## src/rtl/sicxe_pkg.sv

```systemverilog
`default_nettype none
package sicxe_pkg;

    // Address and field widths
    localparam int ADDR_WIDTH_DEF = 24;
    localparam int ADDR_OUT_W     = 24;
    localparam int LOAD_W         = 24;
    localparam int OPIDX_W        = 6;
    localparam int FMT_W          = 3;
    localparam int FIELD_W        = 20;
    localparam int DISP_W         = 12;
    localparam int QUEUE_DEPTH    = 2;

    // Input commands
    localparam logic CMD_BYTE = 1'b0;
    localparam logic CMD_LOAD = 1'b1;

    // Instruction formats
    localparam logic [FMT_W-1:0] FMT_NONE = 3'd0;
    localparam logic [FMT_W-1:0] FMT_1    = 3'd1;
    localparam logic [FMT_W-1:0] FMT_2    = 3'd2;
    localparam logic [FMT_W-1:0] FMT_3    = 3'd3;
    localparam logic [FMT_W-1:0] FMT_4    = 3'd4;

    // Addressing modes
    localparam logic [1:0] MODE_SIMPLE    = 2'd0;
    localparam logic [1:0] MODE_IMMEDIATE = 2'd1;
    localparam logic [1:0] MODE_INDIRECT  = 2'd2;

    // n/i encodings
    localparam logic [1:0] NI_IMMEDIATE = 2'b01;
    localparam logic [1:0] NI_INDIRECT  = 2'b10;

    // Error codes
    localparam logic [1:0] ERR_NONE    = 2'd0;
    localparam logic [1:0] ERR_OPCODE  = 2'd1;
    localparam logic [1:0] ERR_REGNUM  = 2'd2;

    // Highest legal register number
    localparam logic [3:0] REG_MAX = 4'd6;

    // LDB opcode with the n/i bits dropped
    localparam logic [5:0] OP6_LDB = 6'h1A;

    typedef struct packed {
        logic        cmd;
        logic [7:0]  byte_value;
        logic [LOAD_W-1:0] load_address;
    } dec_in_t;

    typedef struct packed {
        logic [ADDR_OUT_W-1:0] inst_address;
        logic [OPIDX_W-1:0]    opcode_index;
        logic [FMT_W-1:0]      format;
        logic [5:0]            flag_bits;
        logic [1:0]            addr_mode;
        logic [FIELD_W-1:0]    operand_field;
        logic [3:0]            reg_first;
        logic [3:0]            reg_second;
        logic [ADDR_OUT_W-1:0] target_address;
        logic                  sets_base;
        logic [1:0]            error_code;
    } dec_out_t;

    // Assembled instruction handed from front to back
    typedef struct packed {
        logic [ADDR_OUT_W-1:0] inst_address;
        logic [OPIDX_W-1:0]    opcode_index;
        logic [FMT_W-1:0]      format;
        logic                  unknown;
        logic [7:0]            byte0;
        logic [7:0]            byte1;
        logic [7:0]            byte2;
        logic [7:0]            byte3;
    } inst_rec_t;

    typedef struct packed {
        logic               known;
        logic [OPIDX_W-1:0] idx;
        logic [FMT_W-1:0]   fmt;
    } op_info_t;

    // Opcode table, keyed by the opcode with its low two bits dropped
    function automatic op_info_t op_lookup(input logic [5:0] op6);
        op_info_t r;
        r = '{known: 1'b0, idx: '0, fmt: FMT_1};
        unique case (op6)
            6'd6:  r = '{1'b1, 6'd0,  FMT_3};
            6'd22: r = '{1'b1, 6'd1,  FMT_3};
            6'd36: r = '{1'b1, 6'd2,  FMT_2};
            6'd16: r = '{1'b1, 6'd3,  FMT_3};
            6'd45: r = '{1'b1, 6'd4,  FMT_2};
            6'd10: r = '{1'b1, 6'd5,  FMT_3};
            6'd34: r = '{1'b1, 6'd6,  FMT_3};
            6'd40: r = '{1'b1, 6'd7,  FMT_2};
            6'd9:  r = '{1'b1, 6'd8,  FMT_3};
            6'd25: r = '{1'b1, 6'd9,  FMT_3};
            6'd39: r = '{1'b1, 6'd10, FMT_2};
            6'd49: r = '{1'b1, 6'd11, FMT_1};
            6'd48: r = '{1'b1, 6'd12, FMT_1};
            6'd61: r = '{1'b1, 6'd13, FMT_1};
            6'd15: r = '{1'b1, 6'd14, FMT_3};
            6'd12: r = '{1'b1, 6'd15, FMT_3};
            6'd13: r = '{1'b1, 6'd16, FMT_3};
            6'd14: r = '{1'b1, 6'd17, FMT_3};
            6'd18: r = '{1'b1, 6'd18, FMT_3};
            6'd0:  r = '{1'b1, 6'd19, FMT_3};
            6'd26: r = '{1'b1, 6'd20, FMT_3};
            6'd20: r = '{1'b1, 6'd21, FMT_3};
            6'd28: r = '{1'b1, 6'd22, FMT_3};
            6'd2:  r = '{1'b1, 6'd23, FMT_3};
            6'd27: r = '{1'b1, 6'd24, FMT_3};
            6'd29: r = '{1'b1, 6'd25, FMT_3};
            6'd1:  r = '{1'b1, 6'd26, FMT_3};
            6'd52: r = '{1'b1, 6'd27, FMT_3};
            6'd8:  r = '{1'b1, 6'd28, FMT_3};
            6'd24: r = '{1'b1, 6'd29, FMT_3};
            6'd38: r = '{1'b1, 6'd30, FMT_2};
            6'd50: r = '{1'b1, 6'd31, FMT_1};
            6'd17: r = '{1'b1, 6'd32, FMT_3};
            6'd54: r = '{1'b1, 6'd33, FMT_3};
            6'd43: r = '{1'b1, 6'd34, FMT_2};
            6'd19: r = '{1'b1, 6'd35, FMT_3};
            6'd41: r = '{1'b1, 6'd36, FMT_2};
            6'd42: r = '{1'b1, 6'd37, FMT_2};
            6'd60: r = '{1'b1, 6'd38, FMT_1};
            6'd59: r = '{1'b1, 6'd39, FMT_3};
            6'd3:  r = '{1'b1, 6'd40, FMT_3};
            6'd30: r = '{1'b1, 6'd41, FMT_3};
            6'd21: r = '{1'b1, 6'd42, FMT_3};
            6'd32: r = '{1'b1, 6'd43, FMT_3};
            6'd53: r = '{1'b1, 6'd44, FMT_3};
            6'd5:  r = '{1'b1, 6'd45, FMT_3};
            6'd31: r = '{1'b1, 6'd46, FMT_3};
            6'd58: r = '{1'b1, 6'd47, FMT_3};
            6'd33: r = '{1'b1, 6'd48, FMT_3};
            6'd4:  r = '{1'b1, 6'd49, FMT_3};
            6'd7:  r = '{1'b1, 6'd50, FMT_3};
            6'd23: r = '{1'b1, 6'd51, FMT_3};
            6'd37: r = '{1'b1, 6'd52, FMT_2};
            6'd44: r = '{1'b1, 6'd53, FMT_2};
            6'd56: r = '{1'b1, 6'd54, FMT_3};
            6'd62: r = '{1'b1, 6'd55, FMT_1};
            6'd11: r = '{1'b1, 6'd56, FMT_3};
            6'd46: r = '{1'b1, 6'd57, FMT_2};
            6'd55: r = '{1'b1, 6'd58, FMT_3};
            default: r = '{known: 1'b0, idx: '0, fmt: FMT_1};
        endcase
        return r;
    endfunction

endpackage
`default_nettype wire

```

## src/rtl/sicxe_front.sv

```systemverilog
`default_nettype none
module sicxe_front
    import sicxe_pkg::*;
#(
    parameter int ADDR_WIDTH = ADDR_WIDTH_DEF
)
(
    input  wire logic      clk,
    input  wire logic      rst_n,
    input  wire logic      byte_valid,
    output logic           byte_stall,
    input  wire dec_in_t   byte_item,
    output logic           push,
    output inst_rec_t      push_rec,
    input  wire logic      queue_full
);

    logic [ADDR_WIDTH-1:0] lc_reg, lc_next;
    logic [ADDR_WIDTH-1:0] start_reg, start_next;
    logic [2:0]            held_reg, held_next;
    logic [FMT_W-1:0]      exp_reg, exp_next;
    logic [7:0]            buf0_reg, buf0_next;
    logic [7:0]            buf1_reg, buf1_next;
    logic [7:0]            buf2_reg, buf2_next;
    logic [OPIDX_W-1:0]    idx_reg, idx_next;

    logic                  accept;
    op_info_t              lk;
    logic [FMT_W-1:0]      exp_sel;
    logic [2:0]            held_inc;
    logic [7:0]            b;

    assign byte_stall = queue_full;
    assign accept     = byte_valid && !queue_full;
    assign b          = byte_item.byte_value;
    assign lk         = op_lookup(b[7:2]);
    assign held_inc   = 3'(held_reg + 3'd1);

    // Byte assembly and classification
    always_comb
    begin
        lc_next    = lc_reg;
        start_next = start_reg;
        held_next  = held_reg;
        exp_next   = exp_reg;
        buf0_next  = buf0_reg;
        buf1_next  = buf1_reg;
        buf2_next  = buf2_reg;
        idx_next   = idx_reg;
        push       = 1'b0;
        push_rec   = '0;
        exp_sel    = exp_reg;

        if (held_reg == 3'd1 && exp_reg == FMT_3 && b[4])
        begin
            exp_sel = FMT_4;
        end

        if (accept)
        begin
            if (byte_item.cmd == CMD_LOAD)
            begin
                lc_next   = byte_item.load_address[ADDR_WIDTH-1:0];
                held_next = 3'd0;
                exp_next  = FMT_NONE;
            end
            else
            begin
                lc_next = lc_reg + ADDR_WIDTH'(1);
                if (held_reg == 3'd0)
                begin
                    start_next = lc_reg;
                    push_rec.inst_address = ADDR_OUT_W'(lc_reg);
                    if (!lk.known)
                    begin
                        push             = 1'b1;
                        push_rec.format  = FMT_1;
                        push_rec.unknown = 1'b1;
                    end
                    else if (lk.fmt == FMT_1)
                    begin
                        push                  = 1'b1;
                        push_rec.format       = FMT_1;
                        push_rec.opcode_index = lk.idx;
                    end
                    else
                    begin
                        buf0_next = b;
                        idx_next  = lk.idx;
                        held_next = 3'd1;
                        exp_next  = lk.fmt;
                    end
                end
                else if (held_inc == exp_sel)
                begin
                    // last byte: hand the whole instruction to the back end
                    push                  = 1'b1;
                    push_rec.inst_address = ADDR_OUT_W'(start_reg);
                    push_rec.opcode_index = idx_reg;
                    push_rec.format       = exp_sel;
                    push_rec.byte0        = buf0_reg;
                    push_rec.byte1        = (held_reg == 3'd1) ? b : buf1_reg;
                    push_rec.byte2        = (held_reg == 3'd2) ? b : buf2_reg;
                    push_rec.byte3        = b;
                    held_next             = 3'd0;
                    exp_next              = FMT_NONE;
                end
                else
                begin
                    held_next = held_inc;
                    exp_next  = exp_sel;
                    if (held_reg == 3'd1)
                    begin
                        buf1_next = b;
                    end
                    else
                    begin
                        buf2_next = b;
                    end
                end
            end
        end
    end

    // Control state
    always_ff @(posedge clk or negedge rst_n)
    begin
        if (!rst_n)
        begin
            lc_reg    <= '0;
            start_reg <= '0;
            held_reg  <= 3'd0;
            exp_reg   <= FMT_NONE;
        end
        else
        begin
            lc_reg    <= lc_next;
            start_reg <= start_next;
            held_reg  <= held_next;
            exp_reg   <= exp_next;
        end
    end

    // Instruction bytes
    always_ff @(posedge clk)
    begin
        buf0_reg <= buf0_next;
        buf1_reg <= buf1_next;
        buf2_reg <= buf2_next;
        idx_reg  <= idx_next;
    end

endmodule
`default_nettype wire

```

## src/rtl/sicxe_queue.sv

```systemverilog
`default_nettype none
module sicxe_queue
    import sicxe_pkg::*;
(
    input  wire logic      clk,
    input  wire logic      rst_n,
    input  wire logic      push,
    input  wire inst_rec_t push_rec,
    input  wire logic      pop,
    output logic           empty,
    output logic           full,
    output inst_rec_t      head
);

    localparam int PTR_W = (QUEUE_DEPTH > 1) ? $clog2(QUEUE_DEPTH) : 1;
    localparam int CNT_W = $clog2(QUEUE_DEPTH + 1);
    localparam logic [PTR_W-1:0] LAST = PTR_W'(QUEUE_DEPTH - 1);

    inst_rec_t          mem [QUEUE_DEPTH];
    logic [PTR_W-1:0]   wr_reg, wr_next;
    logic [PTR_W-1:0]   rd_reg, rd_next;
    logic [CNT_W-1:0]   cnt_reg, cnt_next;

    assign empty = (cnt_reg == '0);
    assign full  = (cnt_reg == CNT_W'(QUEUE_DEPTH));
    assign head  = mem[rd_reg];

    // Pointer and count update
    always_comb
    begin
        wr_next  = wr_reg;
        rd_next  = rd_reg;
        cnt_next = cnt_reg;
        if (push)
        begin
            wr_next = (wr_reg == LAST) ? '0 : PTR_W'(wr_reg + 1'b1);
        end
        if (pop)
        begin
            rd_next = (rd_reg == LAST) ? '0 : PTR_W'(rd_reg + 1'b1);
        end
        if (push && !pop)
        begin
            cnt_next = CNT_W'(cnt_reg + 1'b1);
        end
        else if (pop && !push)
        begin
            cnt_next = CNT_W'(cnt_reg - 1'b1);
        end
    end

    always_ff @(posedge clk or negedge rst_n)
    begin
        if (!rst_n)
        begin
            wr_reg  <= '0;
            rd_reg  <= '0;
            cnt_reg <= '0;
        end
        else
        begin
            wr_reg  <= wr_next;
            rd_reg  <= rd_next;
            cnt_reg <= cnt_next;
        end
    end

    always_ff @(posedge clk)
    begin
        if (push)
        begin
            mem[wr_reg] <= push_rec;
        end
    end

endmodule
`default_nettype wire

```

## src/rtl/sicxe_back.sv

```systemverilog
`default_nettype none
module sicxe_back
    import sicxe_pkg::*;
#(
    parameter int ADDR_WIDTH = ADDR_WIDTH_DEF
)
(
    input  wire logic      clk,
    input  wire logic      rst_n,
    input  wire logic      queue_empty,
    input  wire inst_rec_t head,
    output logic           pop,
    output logic           inst_valid,
    input  wire logic      inst_stall,
    output dec_out_t       inst_item
);

    logic                  valid_reg;
    dec_out_t              out_reg, out_next;
    logic [ADDR_WIDTH-1:0] base_reg, base_next;

    logic [1:0]            ni;
    logic [3:0]            xbpe;
    logic [3:0]            r1;
    logic [3:0]            r2;
    logic [DISP_W-1:0]     disp;
    logic [FIELD_W-1:0]    ext;
    logic [ADDR_WIDTH-1:0] ta;
    logic [ADDR_WIDTH-1:0] pc_base;

    assign pop        = !queue_empty && (!valid_reg || !inst_stall);
    assign inst_valid = valid_reg;
    assign inst_item  = out_reg;

    assign ni      = head.byte0[1:0];
    assign xbpe    = head.byte1[7:4];
    assign r1      = head.byte1[7:4];
    assign r2      = head.byte1[3:0];
    assign disp    = {head.byte1[3:0], head.byte2};
    assign ext     = {head.byte1[3:0], head.byte2, head.byte3};
    assign pc_base = head.inst_address[ADDR_WIDTH-1:0] + ADDR_WIDTH'(3);

    // Target address for formats 3 and 4
    always_comb
    begin
        if (head.format == FMT_4)
        begin
            ta = ADDR_WIDTH'(ext);
        end
        else if (xbpe[2])
        begin
            ta = base_reg + ADDR_WIDTH'(disp);
        end
        else if (xbpe[1])
        begin
            ta = pc_base + {{(ADDR_WIDTH - DISP_W){disp[DISP_W-1]}}, disp};
        end
        else
        begin
            ta = ADDR_WIDTH'(disp);
        end
    end

    // Result assembly
    always_comb
    begin
        out_next              = '0;
        base_next             = base_reg;
        out_next.inst_address = head.inst_address;
        out_next.opcode_index = head.opcode_index;
        out_next.format       = head.format;
        if (head.unknown)
        begin
            out_next.error_code = ERR_OPCODE;
        end
        else if (head.format == FMT_2)
        begin
            out_next.reg_first  = r1;
            out_next.reg_second = r2;
            if (r1 > REG_MAX || r2 > REG_MAX)
            begin
                out_next.error_code = ERR_REGNUM;
            end
        end
        else if (head.format == FMT_3 || head.format == FMT_4)
        begin
            out_next.flag_bits      = {ni, xbpe};
            out_next.target_address = ADDR_OUT_W'(ta);
            if (ni == NI_IMMEDIATE)
            begin
                out_next.addr_mode = MODE_IMMEDIATE;
            end
            else if (ni == NI_INDIRECT)
            begin
                out_next.addr_mode = MODE_INDIRECT;
            end
            else
            begin
                out_next.addr_mode = MODE_SIMPLE;
            end
            if (head.format == FMT_4)
            begin
                out_next.operand_field = ext;
                if (head.byte0[7:2] == OP6_LDB)
                begin
                    out_next.sets_base = 1'b1;
                    base_next          = ADDR_WIDTH'(ext);
                end
            end
            else
            begin
                out_next.operand_field = FIELD_W'(disp);
            end
        end
    end

    always_ff @(posedge clk or negedge rst_n)
    begin
        if (!rst_n)
        begin
            valid_reg <= 1'b0;
            base_reg  <= '0;
        end
        else
        begin
            if (pop)
            begin
                valid_reg <= 1'b1;
                base_reg  <= base_next;
            end
            else if (!inst_stall)
            begin
                valid_reg <= 1'b0;
            end
        end
    end

    // Output payload
    always_ff @(posedge clk)
    begin
        if (pop)
        begin
            out_reg <= out_next;
        end
    end

endmodule
`default_nettype wire

```

## src/rtl/sicxe_instruction_decoder_top.sv

```systemverilog
`default_nettype none
// SIC/XE instruction decoder. Takes one object-code byte or one load-address
// command per cycle on the byte channel while not stalled, and returns one
// decoded instruction on the inst channel once its last byte arrives (formats
// 1 to 4, unknown opcodes give a one-byte error result). A front end assembles
// bytes, looks up the opcode and tracks the location counter; a two-entry
// queue feeds a back end that forms the result fields, computes the target
// address and owns the base register. Sustained rate is one transfer per
// cycle while the inst channel is not held off; the back end registers a
// result as it pops the queue entry. The byte channel stalls only while the
// queue is full, which happens when the inst channel is held off. No
// clearing pass follows reset.
module sicxe_instruction_decoder_top
    import sicxe_pkg::*;
#(
    parameter int ADDR_WIDTH = ADDR_WIDTH_DEF
)
(
    input  wire logic    clk,
    input  wire logic    rst_n,
    input  wire logic    byte_valid,
    output logic         byte_stall,
    input  wire dec_in_t byte_item,
    output logic         inst_valid,
    input  wire logic    inst_stall,
    output dec_out_t     inst_item
);

    logic      push;
    inst_rec_t push_rec;
    logic      pop;
    logic      q_empty;
    logic      q_full;
    inst_rec_t q_head;

    sicxe_front #(
        .ADDR_WIDTH (ADDR_WIDTH)
    ) u_front (
        .clk        (clk),
        .rst_n      (rst_n),
        .byte_valid (byte_valid),
        .byte_stall (byte_stall),
        .byte_item  (byte_item),
        .push       (push),
        .push_rec   (push_rec),
        .queue_full (q_full)
    );

    sicxe_queue u_queue (
        .clk      (clk),
        .rst_n    (rst_n),
        .push     (push),
        .push_rec (push_rec),
        .pop      (pop),
        .empty    (q_empty),
        .full     (q_full),
        .head     (q_head)
    );

    sicxe_back #(
        .ADDR_WIDTH (ADDR_WIDTH)
    ) u_back (
        .clk         (clk),
        .rst_n       (rst_n),
        .queue_empty (q_empty),
        .head        (q_head),
        .pop         (pop),
        .inst_valid  (inst_valid),
        .inst_stall  (inst_stall),
        .inst_item   (inst_item)
    );

endmodule
`default_nettype wire
```

## config.mk

```make
export PLATFORM = sky130hd
export DESIGN_NAME = sicxe_instruction_decoder_top
export DESIGN_NICKNAME = d
export VERILOG_FILES = /design/src/rtl/sicxe_pkg.sv /design/src/rtl/sicxe_front.sv /design/src/rtl/sicxe_queue.sv /design/src/rtl/sicxe_back.sv /design/src/rtl/sicxe_instruction_decoder_top.sv
export SDC_FILE = /design/constraint.sdc
export NUM_CORES = 1
export LEC_CHECK = 0
export ABC_AREA = 0
export BUFFER_PORTS_ARGS = -buffer_cell sky130_fd_sc_hd__buf_2
export CORE_ASPECT_RATIO = 1.75
export CORE_MARGIN = 8
export CORE_UTILIZATION = 45
export CTS_BUF_LIST = sky130_fd_sc_hd__clkbuf_2 sky130_fd_sc_hd__clkbuf_4 sky130_fd_sc_hd__clkbuf_8
export CTS_CLUSTER_SIZE = 8
export DETAILED_ROUTE_END_ITERATION = 7
export PLACE_DENSITY = 0.71
export SLEW_MARGIN = 30
export SYNTH_ARGS = -nofsm -noshare
export SYNTH_HDL_FRONTEND = slang
export SYNTH_SLANG_ARGS = --single-unit
```

## constraint.sdc

```tcl
create_clock -name clk -period 4.87 [get_ports clk]
set_input_delay 0.2435 -clock clk [delete_from_list [all_inputs] [get_ports clk]]
set_output_delay 0.2435 -clock clk [all_outputs]
set_load 0.02 [all_outputs]
```

== Yosys cells after proc, flatten, opt, wreduce, memory -nomap -nowiden ==
Memories as Yosys holds them, arrays and structs flattened.
Cells that the tools add are included.

* Bits in read-only memories: 576
* Flip-flop bits (word level): 205
* Logic and storage cells: 142
* Memory bits (writable): 132
* Memories kept: 2

{| class="wikitable"
|+ Memory list
! name !! words !! bits a word !! rd ports !! clocked after memory_dff !! wr ports !! line !! RTL
|-
| (name not given) || 64 || 9 || 1 || 0 || 0 || sicxe_pkg.sv:87 || <nowiki>unique case (op6)</nowiki>
|-
| u_queue.mem || 2 || 66 || 1 || 0 || 1 || sicxe_queue.sv:19 || <nowiki>inst_rec_t mem [QUEUE_DEPTH];</nowiki>
|}

* Reduce and logical (&&, ||, !) cells: 29
* Bitwise operators: 9
* Equal/unequal tests: 15
* Magnitude comparators: 2
* Mux-type cells: 48
* Add/subtract/negate cells: 9

{| class="wikitable"
|+ Operator list
! cell !! number
|-
| $mux W66 || 2
|-
| $mux W24 || 3
|-
| $mux W33 || 2
|-
| $mux W32 || 2
|-
| $mux W3 || 12
|-
| $add A24 B1 Y24 const B || 1
|-
| $add A24 B2 Y24 const B || 1
|-
| $add A24 B24 Y24 || 1
|-
| $add A20 B12 Y21 || 1
|-
| $mux W20 || 1
|-
| $mux W1 || 17
|-
| $mux W8 || 2
|-
| $eq A3 B2 Y1 const B || 4
|-
| $mux W12 || 1
|-
| $reduce_or A4 Y1 || 3
|-
| $reduce_and A5 Y1 || 2
|-
| $mux W9 || 1
|-
| $not A1 Y1 || 9
|-
| $gt A4 B3 Y1 const B || 2
|-
| $mux W2 || 4
|-
| $eq A3 B1 Y1 const B || 2
|-
| $eq A6 B5 Y1 const B || 1
|-
| $logic_and A1 B1 Y1 || 6
|-
| $logic_not A1 Y1 || 6
|-
| 21 further kinds || 26
|}

== Longest topological paths before layout ==
Gate-level depths: netlist (run 1).

* Depth in word-level cells: 13
* Gate-level depth with buffers: 19
* Mapped depth without buffers: 14

== By module ==
A second synthesis (run 1) with hierarchy kept.

* Cells, all modules: 1509
* Area total of the unflattened synthesis: 17952.2 µm²

{| class="wikitable"
|+ By module, submodules not included
! module !! times used !! sequential area each (µm²) !! cells each !! area each (µm²)
|-
| sicxe_back || 1 || 3408.3 || 643 || 6935.4
|-
| sicxe_front || 1 || 2252.2 || 645 || 5954.5
|-
| sicxe_queue || 1 || 4063.9 || 221 || 5062.4
|}

== Worst setup path before layout (run 1) ==
No wires, ideal clock.

* Path type: flip-flop to flip-flop
* Start point: register u_front.held_reg[0]
* End point: memory u_queue.mem[0][0] (netlist name), enable pin
* Clock period less this slack: 5.375 ns
* Stages on the path, launching flop included: 10
* Setup time: 0.498 ns
* Path slack: -0.505 ns
* Data arrival time: 4.877 ns
* Path through: dfrtp_1 ha_1 nand2b_4 buf_6 nor4_4 a31o_1 nand4b_1 o21a_2 a2111oi_4 nor2b_1

* Longest elaborated chain between the ends: 11

{| class="wikitable"
|+ Ends and longest elaborated chain
! what !! line !! RTL
|-
| start, declared || sicxe_front.sv:20 || <nowiki>logic [2:0] held_reg, held_next;</nowiki>
|-
| start signal, assigned || sicxe_front.sv:139 || <nowiki>held_reg <= held_next;</nowiki>
|-
| $eq A3 B1 Y1 || sicxe_front.sv:54 || <nowiki>if (held_reg == 3'd1 && exp_reg == FMT_3 && b[4])</nowiki>
|-
| $logic_and A1 B1 Y1 (2 in a row) || sicxe_front.sv:54 ||
|-
| $mux W3 || sicxe_front.sv:54 ||
|-
| $eq A3 B3 Y1 || sicxe_front.sv:94 || <nowiki>else if (held_inc == exp_sel)</nowiki>
|-
| $mux W1 || sicxe_front.sv:94 ||
|-
| $mux W1 (*) || sicxe_front.sv:70 || <nowiki>if (held_reg == 3'd0)</nowiki>
|-
| $mux W1 (*) || sicxe_front.sv:61 || <nowiki>if (byte_item.cmd == CMD_LOAD)</nowiki>
|-
| $mux W1 (*) || sicxe_front.sv:59 || <nowiki>if (accept)</nowiki>
|-
| named net push || sicxe_instruction_decoder_top.sv:29 || <nowiki>logic push;</nowiki>
|-
| $mux W1 (*) || sicxe_queue.sv:70 || <nowiki>if (push)</nowiki>
|-
| $mux W1 (not written as such) (*) || sicxe_queue.sv:72 || <nowiki>mem[wr_reg] <= push_rec;</nowiki>
|-
| end, declared || sicxe_queue.sv:19 ||
|}

The timed path passes the listed nets; every way through them passes the cells marked *.

==> results of run 1 <==
[kinds of logic (layout without fill, tap and decap cells)]
kind of cell,after synthesis,in the layout,share of synthesized area (%)
AND/OR/NAND/NOR,464,464,13.1
buffers and inverters,118,334,2.94
multiplexers,73,73,4.73
XOR/XNOR,36,36,1.90
AO/OA/AOI/OAI,360,360,13.6
flip-flops,337,337,58.4
other,0,1,0
adder cells (fa/ha/maj),69,69,5.28
[worst max-delay path, delay by kind of cell, from the launching register on]
kind                       cells  cell delay [ns]
DFF                            1             0.75
adders and majority gates      2             0.66
muxes                          2             0.65
buffers and inverters          1             0.39
AOI/OAI and AO/OA              7             1.64
[cell usage after synthesis (all sizes together), types with 4 or more instances]
library cell	count	area, um^2
clkbuf	52	195
and3	18	113
buf	21	125
inv	45	169
a31oi	20	125
nor2	128	538
o21a	9	68.8
mux2i	37	370
xor2	15	131
nand2	189	709
nand3	21	105
o22ai	37	231
a21oi	108	541
a311oi	5	43.8
a41oi	5	43.8
o211ai	9	67.6
or3	4	25.0
a221o	8	80.1
nor3	26	130
mux2	35	394
a221oi	6	52.6
edfxtp	258	7750
a211oi	19	143
a22oi	4	30.0
ha	67	838
a22o	6	52.6
or4	4	33.8
dfrtp	79	1980
nand2b	8	57.6
xnor2	21	184
and2	34	213
a21o	10	75.1
nor2b	4	25.0
nand4	7	43.8
o31ai	9	72.6
o21ai	81	405
[layer usage]
metal	share of wire, %	global-route usage [%]
met1	37	19.5
met2	52	33.6
met3	5.1	3.17
met4	5.6	11.8
met5	0	0
[cell type report]
class	instances	area, um^2	share of cell area (%)
Tap cell	475	594	3.10
Antenna cell	1	2.50	0.0130
Clock buffer	86	977	5.09
Sequential cell	337	9730	50.7
Multi-Input combinational cell	1002	6450	33.6
Clock inverter	5	35.0	0.183
Timing Repair Buffer	198	1240	6.45
Inverter	45	171	0.893
[final timing paths]
path                                         end  slack [ns]  depth (start not counted)
min reg2reg                u_front.start_reg[15]        0.48                          2
min in group asynchronous    u_back.base_reg[18]        0.11                          2
max                         u_back.inst_item[26]        0.56                         12
max reg2reg                 u_back.inst_item[26]        0.56                         12
min                          u_front.buf0_reg[3]        0.03                          1
max in group asynchronous         u_queue.wr_reg        3.65                          3
[report_power, final]
| group | total, mW | internal (mW) | switching (mW) |
|---|---|---|---|
| Clock | 2.31 | 1.26 | 1.05 |
| Sequential | 4.42 | 4.00 | 0.429 |
| Combinational | 4.71 | 1.73 | 2.97 |
| Total | 11.4 | 6.99 | 4.45 |
==> impl_metrics.csv, run 1 <==
group,metric,value,unit
floorplanning,die_h,270,um
detailed_routing,route.detailed.drc,0,
outcome,status,"finished clean",
sta,setup-violations-final,0,
clocking,numCtsBuffers,49,
clocking,tritoncts,"yes",
floorplanning,die_w,161,um
clocking,clk_latency,0.62,ns
finish,final_common_cell,"edfxtp_1",
logic_synthesis,syn_nets,1563,
clocking,cts_resized,0,
placement,pre_cts_ws,0.513,ns
critical_path,cp_slowest_cell,"dfrtp_2",
critical_path,crit_path_start,"u_queue.rd_reg",
floorplanning,std_cell_rows,93,
critical_path,crit_chain,"buf_4 > mux2_2 > ha_1 > ha_1 > o21ai_0 > a211o_1 > a311oi_1 > o21ba_2 > o221ai_1 > a21boi_1 > o31ai_1 > mux2_2",
logic_synthesis,syn-mean-instance-area,11.4,um^2
sta,tightest_slew,0.963,ns
logic_synthesis,syn_inst,1457,
detailed_routing,vias,11900,
logic_synthesis,synth_ff_type,"edfxtp_1",
sta,finalMaxSlewViolations,0,
floorplanning,start_util,45.4,%
clocking,cts_num_sinks,337,
global_routing,antenna_found_initial,1,
finish,layout.nets,1739,
finish,post-route-util,52.4,%
logic_synthesis,ys_ff_latch,337,
finish,largest_register_ff_count,132,
placement,placed_area,17900,um^2
sta,relSlewSlack,35.8,%
clocking,clock_path_buffers,3,
clocking,cts-root-buf,"clkbuf_8",
critical_path,max_stage_delay,0.75,ns
global_routing,grt_pass1_wl,64500,um
sta,finalHoldViolCount,0,
sta,fmax,232,MHz
sta,hold_ws,0.0331,ns
detailed_routing,first_pass_iters,7,
critical_path,crit_arrival,4.69,ns
pwr,total_power,11.4,mW
logic_synthesis,seq_area_frac_synth,58.4,%
global_routing,grt_pass1_vias,12100,
critical_path,critPathKind,"reg -> reg",
finish,n_fill_cell,3214,
flow_run,max-cap-violations,0,
finish,finalInstanceArea,19200,um^2
critical_path,crit_required,5.24,ns
detailed_routing,drt_iter0_markers,796,
placement,dp_cells,2028,
logic_synthesis,syn-cell-area,16600,um^2
finish,finalNonFillerCells,2149,
detailed_routing,routed_wl,41200,um
global_routing,overflow,0,
floorplanning,io-pin-count,135,
finish,top_register,"u_queue.mem",
floorplanning,die_area,43600,um^2
finish,layout_common_cells,"edfxtp_1 (258), nand2_1 (189), buf_2 (133)",
sta,period_needed,4.31,ns
logic_synthesis,synth.distinct_cells,77,
placement,hpwl,30000,um
critical_path,r2r-start,"u_queue.rd_reg",
placement,portBuffers,134,
logic_synthesis,synth_edf_count,258,
clocking,hold_buffers,29,
sta,rsz0062_at_grt,"no",
logic_synthesis,yosysWarningCount,0,
pwr,p_leak,7.86,nW
clocking,path_clk_slew,0.07,ns
detailed_routing,wl_per_cell,19.2,um
logic_synthesis,ys_async_sr_fraction,23.4,%
critical_path,critical_path.startpoint_type,"flop",
pwr,peakVddDrop,0.253,mV
critical_path,endpoint_kind,"flop",
pwr,power_density,596,nW/um^2
critical_path,worstPathMaxFanout,22,
global_routing,grt_use_total,18.6,%
detailed_routing,vias_per_cell,5.54,
sta,setup_slack,0.557,ns
sta,tns,0,ns
clocking,cts_max_level,2,
clocking,post_cts_buffers,0,
detailed_routing,antenna_left,0,
global_routing,grt_max_degree,69,
finish,drive_gt1_share,19.5,%
hold_path,hold_start,"byte_item[27]",
hold_path,hp-class,"in -> reg",
floorplanning,coreArea,36700,um^2
finish,area_growth,15.3,%
sta,finClkSkew,0.0358,ns
sta,period_share,88.6,%
placement,gp_congestion,0.928,
(Power assumes the default switching activity.)
==> run 2, diff against run 1 <==
--- a/config.mk
+++ b/config.mk
@@ -13,7 +13,7 @@
 export CTS_BUF_LIST = sky130_fd_sc_hd__clkbuf_2 sky130_fd_sc_hd__clkbuf_4 sky130_fd_sc_hd__clkbuf_8
 export CTS_CLUSTER_SIZE = 8
 export DETAILED_ROUTE_END_ITERATION = 7
-export PLACE_DENSITY = 0.71
+export PLACE_DENSITY_LB_ADDON = 0.1
 export SLEW_MARGIN = 30
 export SYNTH_ARGS = -nofsm -noshare
 export SYNTH_HDL_FRONTEND = slang
==> run 2 against run 1 <==
Effect of this change: first-iteration DRC count fell by 24%; critical endpoint unchanged; die area stayed put; critical path depth up 3; combinational power about the same.
==> impl_metrics.csv, run 2 (synthesis results as in run 1) <==
group,metric,value,unit
outcome,status,"finished clean",
clocking,numCtsBuffers,51,
detailed_routing,wl_per_cell,19.8,um
sta,tightest_slew,1.03,ns
clocking,cts_num_sinks,337,
pwr,power_density,600,nW/um^2
finish,layout.nets,1738,
critical_path,critical_path.startpoint_type,"flop",
pwr,p_leak,7.86,nW
finish,top_register,"u_queue.mem",
sta,setup-violations-final,0,
floorplanning,die_w,161,um
sta,rsz0062_at_grt,"no",
detailed_routing,drt_iter0_markers,604,
sta,tns,0,ns
placement,gp_congestion,0.927,
finish,largest_register_ff_count,132,
clocking,clk_latency,0.60,ns
finish,area_growth,15.5,%
detailed_routing,antenna_left,0,
floorplanning,coreArea,36700,um^2
detailed_routing,route.detailed.drc,0,
clocking,cts-root-buf,"clkbuf_8",
clocking,path_clk_slew,0.06,ns
flow_run,max-cap-violations,0,
clocking,clock_path_buffers,3,
sta,period_needed,4.49,ns
clocking,tritoncts,"yes",
global_routing,antenna_found_initial,2,
placement,portBuffers,134,
placement,pre_cts_ws,0.351,ns
global_routing,grt_pass1_vias,12200,
critical_path,critPathKind,"reg -> reg",
sta,relSlewSlack,30.6,%
global_routing,grt_pass1_wl,66600,um
detailed_routing,routed_wl,42400,um
detailed_routing,vias_per_cell,5.55,
detailed_routing,vias,11900,
finish,layout_common_cells,"edfxtp_1 (258), nand2_1 (188), buf_2 (133)",
floorplanning,die_h,270,um
floorplanning,die_area,43600,um^2
pwr,p_comb_share,40.9,%
floorplanning,std_cell_rows,93,
placement,hpwl,30400,um
hold_path,hp-class,"in -> reg",
critical_path,crit_required,5.21,ns
critical_path,worstPathMaxFanout,31,
global_routing,grt_use_total,19.3,%
floorplanning,io-pin-count,135,
critical_path,crit_arrival,4.83,ns
sta,fmax,223,MHz
global_routing,overflow,0,
finish,drive_gt1_share,19.4,%
finish,post-route-util,52.4,%
global_routing,grt_max_degree,67,
pwr,swShare,39.0,%
finish,n_fill_cell,3274,
sta,finalMaxSlewViolations,0,
detailed_routing,first_pass_iters,5,
pwr,p_seq_share,38.4,%
floorplanning,start_util,45.4,%
pwr,clkPwrFrac,20.7,%
sta,finClkSkew,0.0198,ns
clocking,cts_resized,0,
sta,finalHoldViolCount,0,
pwr,p_int,7.03,mW
pwr,p_sw,4.50,mW
critical_path,endpoint_kind,"flop",
pwr,peakVddDrop,0.313,mV
sta,setup_slack,0.377,ns
sta,period_share,92.3,%
clocking,cts_max_level,2,
finish,final_common_cell,"edfxtp_1",
==> run 2: cell type report <==
| cell class | instances | area (um^2) | area share [%] |
|---|---|---|---|
| tap | 475 | 594 | 3.09 |
| timing repair buffer | 195 | 1230 | 6.39 |
| clock inverter | 6 | 65.1 | 0.339 |
| antenna | 2 | 5.00 | 0.0260 |
| sequential | 337 | 9730 | 50.6 |
| inverter | 45 | 171 | 0.892 |
| multi-input combinational | 1002 | 6450 | 33.6 |
| clock buffer | 84 | 975 | 5.07 |
==> run 2: critical path: stages (launching register included) <==
cell,delay [ns]
dfrtp_2,0.89
buf_4,0.31
mux2i_1,0.28
ha_1,0.20
inv_1,0.04
ha_1,0.20
inv_1,0.08
fa_1,0.21
nor2b_1,0.08
o31ai_2,0.40
a311oi_1,0.25
o21ba_2,0.27
o221ai_1,0.24
a21boi_1,0.15
o31ai_1,0.28
mux2_2,0.36
==> run 2: power by group through the flow <==
| stage | combinational [mW] | sequential, mW | clock (mW) |
|---|---|---|---|
| detailed placement | 4.69 | 4.50 | 0 |
| CTS | 4.74 | 4.44 | 2.45 |
| floorplan | 2.97 | 4.77 | 0 |
| global route | 5.22 | 4.52 | 2.57 |
| finish | 4.72 | 4.43 | 2.38 |
| global placement | 4.65 | 4.48 | 0 |
==> run 2: metrics by stage <==
step / hold slack (ns) / instance area [um^2] / std cells / power (mW)
after floorplan: -0.0521 / 16600 / 1457 / 7.74
after global placement: 0.307 / 17900 / 2025 / 9.13
after CTS: 0.0129 / 19200 / 2144 / 11.6
after detailed placement: 0.298 / 17900 / 2025 / 9.19
after global routing: 0.0396 / 19200 / 2146 / 12.3
final: 0.0617 / 19200 / 2146 / 11.5
==> run 2: final timing paths <==
path,slack (ns),cells after the start,end,start
worst min-delay path,0.06,1,u_front.buf0_reg[3],byte_item[27]
max in group asynchronous,3.62,3,u_queue.rd_reg,rst_n
worst min register to register,0.47,2,u_front.start_reg[2],u_front.start_reg[2]
worst max-delay path,0.38,15,u_back.inst_item[26],u_queue.rd_reg
min in group asynchronous,0.21,2,u_back.base_reg[19],rst_n
worst max register to register,0.38,15,u_back.inst_item[26],u_queue.rd_reg
==> run 2: timing repair <==
item | 4_1_cts | 5_1_grt
setup buffers | 0 | 0
hold buffers | 29 | 0
endpoints found under the setup margin | 0 | 0
hold endpoints to repair | 70 | 0
==> run 2: routing by layer <==
metal	wire, um	global-route usage [%]	vias to the layer above
li1	-	-	5746
met1	16300	20.9	5716
met2	22200	35.4	343
met3	1810	2.87	113
met4	2060	10.3	0
met5	0	0	-
==> run 3, diff against run 2 <==
--- a/config.mk
+++ b/config.mk
@@ -8,11 +8,12 @@
 export ABC_AREA = 0
 export BUFFER_PORTS_ARGS = -buffer_cell sky130_fd_sc_hd__buf_2
 export CORE_ASPECT_RATIO = 1.75
-export CORE_MARGIN = 8
+export CORE_MARGIN = 10
 export CORE_UTILIZATION = 45
 export CTS_BUF_LIST = sky130_fd_sc_hd__clkbuf_2 sky130_fd_sc_hd__clkbuf_4 sky130_fd_sc_hd__clkbuf_8
 export CTS_CLUSTER_SIZE = 8
 export DETAILED_ROUTE_END_ITERATION = 7
+export HOLD_SLACK_MARGIN = 0.15
 export PLACE_DENSITY_LB_ADDON = 0.1
 export SLEW_MARGIN = 30
 export SYNTH_ARGS = -nofsm -noshare
==> run 3 against run 2 <==
Effect of this change: clock skew shrank 0.0049 ns; combinational power is essentially flat; utilization up 0.28 points; largest power group unchanged.
==> impl_metrics.csv, run 3 (synthesis results as in run 1) <==
group,metric,value,unit
sta,period_share,89.5,%
finish,drive_gt1_share,19.4,%
sta,rsz0062_at_grt,"no",
pwr,peakVddDrop,0.365,mV
detailed_routing,first_pass_iters,5,
placement,gp_congestion,0.928,
outcome,status,"finished clean",
finish,post-route-util,52.7,%
critical_path,max_stage_delay,0.76,ns
clocking,cts-root-buf,"clkbuf_8",
critical_path,worstPathMaxFanout,26,
global_routing,grt_max_degree,67,
critical_path,critical_path.startpoint_type,"flop",
clocking,tritoncts,"yes",
critical_path,critPathKind,"reg -> reg",
placement,hpwl,30600,um
critical_path,crit_arrival,4.70,ns
floorplanning,die_w,165,um
clocking,path_clk_slew,0.06,ns
finish,top_register,"u_queue.mem",
detailed_routing,vias_per_cell,5.50,
floorplanning,coreArea,36700,um^2
detailed_routing,route.detailed.drc,0,
clocking,cts_num_sinks,337,
detailed_routing,antenna_left,0,
floorplanning,die_area,45400,um^2
clocking,clk_latency,0.60,ns
floorplanning,std_cell_rows,93,
detailed_routing,vias,11800,
clocking,cts_max_level,2,
sta,finalHoldViolCount,0,
detailed_routing,wl_per_cell,19.8,um
critical_path,crit_buf_inv,1,
global_routing,grt_pass1_vias,11900,
flow_run,max-cap-violations,0,
placement,portBuffers,134,
pwr,p_leak,7.90,nW
critical_path,crit_chain,"buf_4 > mux2_2 > ha_1 > ha_1 > o21ai_0 > a211o_1 > a311oi_1 > o21ba_2 > o221ai_1 > a21boi_1 > o31ai_1 > mux2_2",
sta,tightest_slew,0.921,ns
global_routing,grt_use_total,18.6,%
sta,finClkSkew,0.0149,ns
global_routing,antenna_found_initial,1,
global_routing,overflow,0,
finish,area_growth,16.1,%
critical_path,crit_required,5.21,ns
finish,layout.nets,1744,
clocking,numCtsBuffers,51,
finish,layout_common_cells,"edfxtp_1 (258), nand2_1 (188), buf_2 (134)",
detailed_routing,drt_iter0_markers,654,
sta,tns,0,ns
clocking,clock_path_buffers,3,
finish,final_common_cell,"edfxtp_1",
critical_path,endpoint_kind,"flop",
critical_path,cp_slowest_cell,"dfrtp_2",
floorplanning,io-pin-count,135,
floorplanning,die_h,274,um
sta,finalMaxSlewViolations,0,
sta,fmax,229,MHz
sta,setup-violations-final,0,
critical_path,critPathTopFamily,"compound AO/OA/AOI/OAI gates",
sta,period_needed,4.36,ns
detailed_routing,routed_wl,42600,um
hold_path,hp-class,"in -> reg",
global_routing,grt_pass1_wl,66400,um
finish,largest_register_ff_count,132,
pwr,power_density,599,nW/um^2
floorplanning,start_util,45.4,%
sta,relSlewSlack,37.8,%
run 3: changes by cell type in the layout (fill, tap and decap cells not counted), sizes merged:
cell         previous run  this run
buf                   166       165
clkinv                  2         1
clkbuf                 84        89
dlygate4sd3            29        36
diode                   2         1
run 3: area by class of cell:
class / instances / area [um^2]
fillers: 3343 / 17300
flip-flops and latches: 337 / 9730
multi-input cells: 1002 / 6450
repair buffers: 201 / 1300
clock buffers: 89 / 1010
well taps: 475 / 594
inverters: 45 / 171
clock inverters: 5 / 60.1
diodes: 1 / 2.50
run 3: per-layer routing:
layer,track usage [%],share of wire (%)
met3,2.28,4.5
met4,8.72,4.2
met5,0,0
met1,21.4,39
met2,33.2,52
run 3: worst reg2reg max path, cell delays in order, from the launching register on:
cell and delay (ns):
dfrtp_2 0.76, buf_4 0.45, mux2_2 0.40, ha_1 0.28
ha_1 0.39, o21ai_0 0.15, a211o_1 0.31, a311oi_1 0.36
o21ba_2 0.21, o221ai_1 0.15, a21boi_1 0.26, o31ai_1 0.12
mux2_2 0.27
run 3: worst paths after layout:
path,startpoint,end,slack [ns],depth (start not counted)
setup / recovery,u_queue.rd_reg,u_back.inst_item[26],0.51,12
hold / removal,byte_item[32],u_front.lc_reg[3],0.20,2
setup reg to reg,u_queue.rd_reg,u_back.inst_item[26],0.51,12
hold reg to reg,u_front.start_reg[1],u_front.start_reg[1],0.48,2
max in group asynchronous,rst_n,u_back.inst_valid,3.39,4
min in group asynchronous,rst_n,u_back.base_reg[18],0.70,4
run 3: power by group:
group | internal [mW] | switching, mW | total (mW)
Clock | 1.35 | 1.06 | 2.42
Sequential | 3.99 | 0.424 | 4.42
Combinational | 1.73 | 3.01 | 4.74
Total | 7.08 | 4.49 | 11.6
run 3: what timing repair did:
item / 4_1_cts / 5_1_grt
endpoints found under the setup margin: 0 / 0
hold endpoints to repair: 71 / 0
setup buffers: 0 / 0
gates resized for setup: 0 / 0
hold buffers: 37 / 0
run 3: metrics by stage:
step                      std cells  setup WS, ns  total power, mW  cell area, um^2  hold WS (ns)
after CTS                      2154         0.527             11.7            19300         0.153
after global placement         2022         0.604             9.13            17900         0.198
after global routing           2155         0.190             12.3            19300         0.211
after detailed placement       2023         0.550             9.16            17900         0.198
after floorplan                1457         0.343             7.74            16600       -0.0521
final                          2155         0.511             11.6            19300         0.205
